$ cat src/rtl/mfce_pkg.sv
// Shared types and constants for the clamped-edge median filter.
// No dependencies; imported by median_filter_clamped_edges_core.
`timescale 1ns / 1ps

package mfce_pkg;

	// Sample width is fixed by the data format (signed 1/16 degree steps).
	localparam int SAMPLE_W    = 12;
	// Default window length.
	localparam int WINDOW_DEF  = 5;

	// Sequencer states.
	typedef enum logic [2:0] {
		ST_IDLE,
		ST_CHECK,
		ST_SCAN,
		ST_EMIT,
		ST_ADV
	} mfce_state_t;

	typedef logic signed [SAMPLE_W-1:0] sample_t;

endpackage

$ cat src/rtl/median_filter_clamped_edges_core.sv
// Streaming 1-D median filter with clamped block edges.
// Depends on mfce_pkg for the sample type, default window and sequencer states.
`timescale 1ns / 1ps

// Median filter over a sliding window of WINDOW signed 12-bit samples
// (1/16 degree steps). Each result is the median of the window centred on one
// position of a block; positions outside the block repeat the first or last
// sample, so results lag the input by WINDOW/2 samples. An invalid sample is
// replaced by the last good sample of the block (zero before the first one).
// The transaction flagged block_end flushes the pending positions, and the
// last result of the block carries final_result. Sequence: a transaction in
// warm-up is taken without further work. A transaction that yields a result
// shifts the window as it is taken, then tries one median candidate at a time
// (at most WINDOW, a single compare row ranks one candidate against the whole
// window each cycle), then hands the result to the output register. At block
// end each further window position takes a shift step, a check step and, if
// it yields a result, the same scan and hand-off. The block holds item_stall
// high while it works on a transaction.
// The output register lets the next transaction enter while a result still
// waits on result_stall; the sequencer itself waits only when it needs the
// output register and it is still full.
module median_filter_clamped_edges_core
	import mfce_pkg::*;
#(
	parameter int WINDOW = WINDOW_DEF
) (
	input  logic                clk,
	input  logic                arst_n,
	// input channel
	input  logic                item_valid,
	output logic                item_stall,
	input  logic [SAMPLE_W-1:0] sample_value,
	input  logic                sample_valid,
	input  logic                block_end,
	// result channel
	output logic                result_valid,
	input  logic                result_stall,
	output logic [SAMPLE_W-1:0] median_value,
	output logic                final_result
);

	localparam int HALF   = WINDOW / 2;
	localparam int FILL_W = $clog2(HALF + 1);
	localparam int CAND_W = (WINDOW > 1) ? $clog2(WINDOW) : 1;
	localparam int CNT_W  = $clog2(WINDOW + 1);

	localparam logic [FILL_W-1:0] HALF_F  = FILL_W'(HALF);
	localparam logic [CAND_W-1:0] LAST_C  = CAND_W'(WINDOW - 1);
	localparam logic [CNT_W-1:0]  MID_CNT = CNT_W'(WINDOW / 2);

	mfce_state_t state_q, state_nx;

	sample_t           win_q [WINDOW];
	sample_t           last_good_q;
	sample_t           sample_q;     // sample that repeats during the flush
	sample_t           median_q;
	logic [FILL_W-1:0] fill_q;
	logic [FILL_W-1:0] f_q;          // fill count seen by the flushing transaction
	logic [FILL_W-1:0] k_q;          // flush step
	logic              flush_q;
	logic [CAND_W-1:0] cand_q;

	logic              out_valid_q;
	sample_t           out_value_q;
	logic              out_final_q;

	logic              accept;
	sample_t           s_in;
	logic              out_free;
	logic              load_out;
	logic              emit_now;
	logic              is_hit;
	logic [CNT_W-1:0]  cnt_lt;
	logic [CNT_W-1:0]  cnt_le;
	sample_t           cand_val;

	assign accept   = item_valid && !item_stall;
	assign s_in     = sample_valid ? sample_t'(sample_value) : last_good_q;
	assign out_free = !out_valid_q || !result_stall;
	assign emit_now = (k_q >= (HALF_F - f_q));

	// Shared compare row: rank the current candidate against the whole window.
	assign cand_val = win_q[cand_q];
	always_comb begin
		cnt_lt = '0;
		cnt_le = '0;
		for (int j = 0; j < WINDOW; j++) begin
			cnt_lt = cnt_lt + CNT_W'(win_q[j] <  cand_val);
			cnt_le = cnt_le + CNT_W'(win_q[j] <= cand_val);
		end
		// Median: fewer than or exactly WINDOW/2 below it, more than WINDOW/2 at or below; the last candidate always hits.
		is_hit = ((cnt_lt <= MID_CNT) && (cnt_le > MID_CNT)) || (cand_q == LAST_C);
	end

	// Next state.
	always_comb begin
		state_nx = state_q;
		unique case (state_q)
			ST_IDLE: begin
				if (accept) begin
					if (block_end)
						state_nx = ST_CHECK;
					else if (fill_q >= HALF_F)
						state_nx = ST_SCAN;
				end
			end
			ST_CHECK: state_nx = emit_now ? ST_SCAN : ST_ADV;
			ST_SCAN:  if (is_hit) state_nx = ST_EMIT;
			ST_EMIT: begin
				if (out_free) begin
					if (flush_q && (k_q != HALF_F))
						state_nx = ST_ADV;
					else
						state_nx = ST_IDLE;
				end
			end
			ST_ADV:   state_nx = ST_CHECK;
			default:  state_nx = ST_IDLE;
		endcase
	end

	// Outputs of the sequencer.
	always_comb begin
		item_stall = 1'b1;
		load_out   = 1'b0;
		unique case (state_q)
			ST_IDLE:  item_stall = 1'b0;
			ST_EMIT:  load_out   = out_free;
			default:  ;
		endcase
	end

	// Control registers.
	always_ff @(posedge clk or negedge arst_n) begin
		if (!arst_n) begin
			state_q     <= ST_IDLE;
			fill_q      <= '0;
			last_good_q <= '0;
			f_q         <= '0;
			k_q         <= '0;
			flush_q     <= 1'b0;
			cand_q      <= '0;
			out_valid_q <= 1'b0;
		end else begin
			state_q <= state_nx;
			if (accept) begin
				f_q     <= fill_q;
				k_q     <= '0;
				flush_q <= block_end;
				cand_q  <= '0;
				if (block_end) begin
					// Block done: drop fill and substitute for the next block.
					fill_q      <= '0;
					last_good_q <= '0;
				end else begin
					fill_q <= (fill_q >= HALF_F) ? HALF_F : fill_q + FILL_W'(1);
					if (sample_valid)
						last_good_q <= sample_t'(sample_value);
				end
			end
			if (state_q == ST_SCAN && !is_hit)
				cand_q <= cand_q + CAND_W'(1);
			if (state_q == ST_ADV) begin
				k_q    <= k_q + FILL_W'(1);
				cand_q <= '0;
			end
			if (state_q == ST_CHECK)
				cand_q <= '0;
			if (load_out)
				out_valid_q <= 1'b1;
			else if (!result_stall)
				out_valid_q <= 1'b0;
		end
	end

	// Window line and payload registers.
	always_ff @(posedge clk) begin
		if (accept) begin
			sample_q <= s_in;
			if (fill_q == '0) begin
				// Block start: preload so the left edge repeats the first sample.
				for (int i = 0; i < WINDOW; i++)
					win_q[i] <= s_in;
			end else begin
				for (int i = 0; i < WINDOW - 1; i++)
					win_q[i] <= win_q[i+1];
				win_q[WINDOW-1] <= s_in;
			end
		end else if (state_q == ST_ADV) begin
			// Right edge: advance with the block's last sample.
			for (int i = 0; i < WINDOW - 1; i++)
				win_q[i] <= win_q[i+1];
			win_q[WINDOW-1] <= sample_q;
		end
		if (state_q == ST_SCAN && is_hit)
			median_q <= cand_val;
		if (load_out) begin
			out_value_q <= median_q;
			out_final_q <= flush_q && (k_q == HALF_F);
		end
	end

	assign result_valid = out_valid_q;
	assign median_value = out_value_q;
	assign final_result = out_final_q;

	// Assertions.
	a_fill_range: assert property (@(posedge clk) disable iff (!arst_n)
		fill_q <= HALF_F)
		else $error("fill count above half window");

	a_emit_loads: assert property (@(posedge clk) disable iff (!arst_n)
		(state_q == ST_EMIT && out_free) |=> result_valid)
		else $error("result not presented after hand-off");

	a_scan_bound: assert property (@(posedge clk) disable iff (!arst_n)
		(state_q == ST_SCAN) |-> (cand_q <= LAST_C))
		else $error("candidate index ran past window");

	a_final_clears: assert property (@(posedge clk) disable iff (!arst_n)
		($rose(result_valid) && final_result) |-> (fill_q == '0))
		else $error("final result while block fill still held");

	a_step_bound: assert property (@(posedge clk) disable iff (!arst_n)
		(flush_q && state_q != ST_IDLE) |-> (k_q <= HALF_F))
		else $error("flush step past half window");

endmodule
$ cat config.mk
export PLATFORM = sky130hd
export DESIGN_NAME = median_filter_clamped_edges_core
export DESIGN_NICKNAME = d
export VERILOG_FILES = /design/src/rtl/mfce_pkg.sv /design/src/rtl/median_filter_clamped_edges_core.sv
export SDC_FILE = /design/constraint.sdc
export NUM_CORES = 1
export LEC_CHECK = 0
export ABC_AREA = 1
export BUFFER_PORTS_ARGS = -buffer_cell sky130_fd_sc_hd__buf_2
export CORE_ASPECT_RATIO = 0.75
export CORE_MARGIN = 5
export CORE_UTILIZATION = 60
export CTS_CLUSTER_SIZE = 20
export DETAILED_ROUTE_END_ITERATION = 8
export PLACE_DENSITY = 0.75
export SLEW_MARGIN = 25
export SYNTH_ARGS = -nofsm -noshare
export SYNTH_HDL_FRONTEND = slang
export SYNTH_SLANG_ARGS = --single-unit
$ cat constraint.sdc
create_clock -name clk -period 9.37 [get_ports clk]
set_clock_uncertainty 0.05 [all_clocks]
set_input_delay 0.937 -clock clk [delete_from_list [all_inputs] [get_ports clk]]
set_output_delay 0.937 -clock clk [all_outputs]
set_load 0.01 [all_outputs]
Word level (Yosys, flattened, before mapping)
Memory sizes are Yosys's and may differ from the RTL's.
Cells that the tools add are included.

cells by class
  muxes and demuxes = 41
  add/sub/neg operators = 12
  reductions and logical operators = 16
  order comparisons = 14
  bitwise gates (word level) = 10
  equality and inequality tests = 12

operators by type and width
  kind                                                                               count
  12-bit 2-to-1 mux                                                                  12
  12-bit less-or-equal comparator                                                    5
  12-bit less-than comparator                                                        5
  3-bit 2-to-1 mux                                                                   11
  3-bit case mux with 5 select lines                                                 1
  1-bit 2-to-1 mux                                                                   13
  3-bit by 1-bit adder with 3-bit output                                             4
  1-bit OR                                                                           10
  2-bit 2-to-1 mux                                                                   4
  2-bit != test (second input constant)                                              4
  2-bit by 1-bit adder with 3-bit output                                             2
  3-bit by 2-bit == test with 1-bit output (second input constant)                   2
  3-bit == test (second input constant)                                              2
  1-bit logical AND                                                                  6
  1-bit by 1-bit adder with 2-bit output                                             2
  2-bit by 1-bit adder with 2-bit output (second input constant)                     2
  4-bit AND reduction                                                                1
  4-bit nonzero test                                                                 1
  3-bit by 1-bit adder with 3-bit output (second input constant)                     1
  3-bit by 1-bit == test with 1-bit output (second input constant)                   1
  3-bit by 2-bit > comparator with 1-bit output (second input constant)              1
  3-bit by 2-bit less-or-equal comparator with 1-bit output (second input constant)  1
  1-bit zero test                                                                    3
  3-bit zero test                                                                    1
  9 further kinds                                                                    10

word-level totals
  RAM bits = 60
  input port bits = 18
  memories kept = 1
  register bits = 63
  output and inout bits = 15
  word-level logic and storage cells = 118

memories
  name   words  width  read ports  clocked after memory_dff  wr ports  line                                    text
  win_q  5      12     6           0                         5         median_filter_clamped_edges_core.sv:53  sample_t win_q [WINDOW];

Depth between registers and ports, before layout
An unclocked memory read counts as a cell.

  word-level depth = 14
  depth in mapped cells = 30
  depth with buffers taken out = 28

Least setup slack after synthesis
Ideal clock, no wire load.

  kind = register to register
  from = register cand_q[0]
  to = register median_q[0], enable pin
  setup time = 0.385 ns
  clock period less this slack = 4.690 ns
  stages on the path, launching flop included = 27
  data arrival time = 4.255 ns
  buffers on the path = 2
  setup slack = 4.680 ns
  required time = 8.935 ns
  cells stage by stage = dfrtp_1 > buf_4 > clkinv_1 > buf_2 > a21oi_1 > o21ai_0 > nand2_1 > nand2_1 > o21ai_0 > inv_1 > ha_1 > nand2_1 > inv_1 > nand2_1 > nor2_1 > nand2_1 > nand3_1 > nand2_1 > nand2_1 > nor2_1 > fa_1 > inv_1 > fa_1 > ha_1 > nand3b_1 > nand3_1 > a21oi_1

on the way
  longest elaborated chain between the ends = 10
  elaborated cells between the ends (all ways) = 25
  those cells by class = add/sub: 8; order compare: 12; eq/ne: 1; reduce/logical: 3; memory: 1

RTL lines
  what                                                                                                                        line                                                                            text
  start: declaration                                                                                                          median_filter_clamped_edges_core.sv:61                                          logic [CAND_W-1:0] cand_q;
  start signal: assignment                                                                                                    median_filter_clamped_edges_core.sv:162                                         cand_q <= cand_q + CAND_W'(1);
  memory read 5 x 12 bit *                                                                                                    n/a
  net cand_val[10]                                                                                                            median_filter_clamped_edges_core.sv:75                                          sample_t cand_val;
  12-bit less-than comparator or 12-bit less-or-equal comparator (tied branches)                                              median_filter_clamped_edges_core.sv:88, median_filter_clamped_edges_core.sv:89
  1-bit by 1-bit adder with 2-bit output, on equally long branches                                                            median_filter_clamped_edges_core.sv:88, median_filter_clamped_edges_core.sv:89
  2-bit by 1-bit adder with 3-bit output, on equally long branches                                                            median_filter_clamped_edges_core.sv:88, median_filter_clamped_edges_core.sv:89
  3-bit by 1-bit adder with 3-bit output, on equally long branches (2 in a row)                                               median_filter_clamped_edges_core.sv:88, median_filter_clamped_edges_core.sv:89
  3-bit by 2-bit less-or-equal comparator with 1-bit output or 3-bit by 2-bit > comparator with 1-bit output (tied branches)  median_filter_clamped_edges_core.sv:92                                          is_hit = ((cnt_lt <= MID_CNT) && (cnt_le > MID_CNT)) || (cand_q == LAST_C);
  1-bit logical AND *                                                                                                         median_filter_clamped_edges_core.sv:92
  1-bit logical OR *                                                                                                          median_filter_clamped_edges_core.sv:92
  1-bit logical AND *                                                                                                         median_filter_clamped_edges_core.sv:195                                         if (state_q == ST_SCAN && is_hit)
  end signal: assignment                                                                                                      median_filter_clamped_edges_core.sv:196                                         median_q <= cand_val;
  end: declaration                                                                                                            median_filter_clamped_edges_core.sv:56                                          sample_t median_q;

The timed path passes the listed nets; every way through them passes the cells marked *.
A chain may end at the register's enable or synchronous reset.

Final worst setup path
  from = register cand_q[0]
  to = register median_q[6], enable pin

The elaborated chain is that of the path after synthesis.

==> impl_metrics.toml <==
[status]
status = "completed"

[floorplanning]
core_area_um2 = 11700
row_count = 34
die_w_um = 137.0
initial_core_util = 0.6202
die_y_um = 105.2
io_pins = 33
die-area_um2 = 14420

[route]
drtPass1Iterations = 5
viasPerCell = 5.655
met1_length_um = 7384
drtIter0Drc = 355
drc = 0
ant_nets = 0
met2RoutedLength_um = 8413
wl_met3_um = 1224
wirelength_um = 17470
routed.top_layer = "met4"
routedWlPerCell_um = 17.25
vias = 5729

[sta]
hold_viol_final = 0
tns_ps = 0
fin_crit_ps = 6193
rsz0062_at_grt = "no"
maxSlewViolCount = 0
fin_crit_sh = 0.6610
worst_pin_slew_ps = 930.8
max_freq_mhz = 161.5
setup_viol = 0
setup_slack_ps = 3177
maxSlewHeadroom = 0.3794

[synth]
synth-xor-area-share = 0.002414
syn_nets = 896
synthAdderAreaFrac = 0.1300
netlist_area_um2 = 7256
ys_dominant_reg_cell = "edfxtp_1"
yosysTopAreaCellShare = 0.4014
syn_area_per_cell_um2 = 9.013
synth_cell_types = 33
muxShareOfSynthArea = 0
synthCells = 805
synth_area_leaders = "edfxtp_1, ha_1, nand2_1, dfrtp_1, o21ai_0"
async_flop_share = 0.2114
synth_area_leader_cell = "edfxtp_1"
synth_top_family_by_area = "simple AND/OR/NAND/NOR gates"
seq_area_frac_synth = 0.4911
yosys_warnings = 0
synth_compound_area_frac = 0.1304
synth_simple_gate_area_frac = 0.1540
ys_seq_elements = 123
synth_edf_count = 97

[clock_network]
clkSinkCount = 123
post_cts_buffers = 0
clk_path_buf_depth = 2
h-tree-depth = 4
path_clk_slew_ps = 60
cts_tree = "built"
cts-resized-gates = 0
clock_latency_ps = 420
cts_buffers = 17
cts_root_buf = "clkbuf_16"
holdBufCountCts = 0

[cells_and_area]
final_cell_mix = "nand2_1, inv_1, o21ai_0"
layout_commonest_cell = "nand2_1"
nets = 929
final_util = 0.7017
num_antenna_cells = 0
area_delta_synth_final_pct = 13.14
layout-drive-gt1-share = 0.1011
n_fill_cell = 873

[critical_path]
end_kind = "flip-flop"
start_kind = "flip-flop"
worstPathArrival_ps = 6250
cp.required_ps = 9430
worstSetupPathType = "flip-flop to flip-flop"
crit_fanout = 27

[grt]
grt_max_degree = 46
grt_usage = 0.2526
grt_pass1_vias = 5667
grt_pass1_wl_um = 28270
grt_overflow = 0
antenna_found_initial = 0

[placement]
io_buffer_count = 32
dp_hpwl_um = 12630
dp_slack_ps = 3378
gp_congestion = 0.9304

[job]
maxCapViolations = 0

[min_path]
hold_class = "flip-flop to flip-flop"
==> cell families after synthesis <==
| family | count (synthesis) |
|---|---|
| AO/OA/AOI/OAI | 177 |
| adder cells (fa/ha/maj) | 73 |
| flip-flops | 123 |
| AND/OR/NAND/NOR | 263 |
| XOR/XNOR | 2 |
| buffers and inverters | 167 |
==> synthesized netlist by cell type, types with 7 or more instances <==
| cell type | count |
|---|---|
| nand2_1 | 192 |
| inv_1 | 142 |
| o21ai_0 | 115 |
| edfxtp_1 | 97 |
| ha_1 | 69 |
| a21oi_1 | 42 |
| dfrtp_1 | 26 |
| nor2_1 | 25 |
| nand3_1 | 18 |
| nand4_1 | 13 |
| clkbuf_1 | 11 |
| o21ai_2 | 10 |
| buf_2 | 7 |
==> layout make-up <==
class                      count  area [um^2]  area share
timing repair buffer          37        217.7     0.02652
sequential                   123         3563      0.4341
tap                          162        202.7     0.02469
inverter                     144        543.0     0.06615
multi-input combinational    515         3024      0.3684
clock inverter                15        232.7     0.02835
clock buffer                  17        425.4     0.05182
==> per-stage QoR <==
step	area, um^2	hold WS [ps]	std cells
after floorplan	7256	350.3	805
after global placement	7523	355.1	980
after detailed placement	7551	354.5	981
after CTS	8209	365.9	1013
after global routing	8209	368.1	1013
final	8209	369.9	1013
==> worst paths after layout <==
path / start / endpoint / slack [ps] / cells past startpoint
worst max-delay path: cand_q[0] / median_q[6] / 3180 / 24
worst min-delay path: median_q[10] / median_value[10] / 370 / 0
worst max register to register: cand_q[0] / median_q[6] / 3180 / 24
worst min register to register: median_q[10] / median_value[10] / 370 / 0
max in group asynchronous: arst_n / last_good_q[11] / 8390 / 1
min in group asynchronous: arst_n / cand_q[2] / 480 / 1
==> worst max-delay path, cell delays in order (launching register included) <==
cell and delay [ps]:
dfrtp_1 950, clkinv_1 880, a21oi_1 310, o21ai_0 100, nand2_1 90, nand2_1 50
o21ai_0 180, inv_1 220, ha_1 390, nand2_1 70, inv_1 70, nand2_1 90
nor2_1 110, nand2_1 70, nand4_1 70, nand2_1 110, fa_1 550, inv_1 60
fa_1 450, ha_1 290, nand2_1 50, o21bai_1 140, nand3_1 130, a21oi_1 160
buf_4 240
==> registers in the layout (all words and copies together), names as in the netlist <==
| name | cells |
|---|---|
| f_q | 2 |
| last_good_q | 12 |
| win_q | 60 |
| flush_q | 1 |
| sample_q | 12 |
| cand_q | 3 |
| median_value | 12 |
| fill_q | 2 |
| final_result | 1 |
| k_q | 2 |
| state_q | 3 |
| result_valid | 1 |
| median_q | 12 |
==> per-layer routing <==
metal,GRT usage,vias to the layer above
li1,-,2736
met1,0.3322,2713
met2,0.4185,241
met3,0.05286,39
met4,0.08547,0
met5,0,-
Power is left out: the tool's default activity adds up to more than one toggle a clock period on the data nets, which glitch-free logic cannot reach.
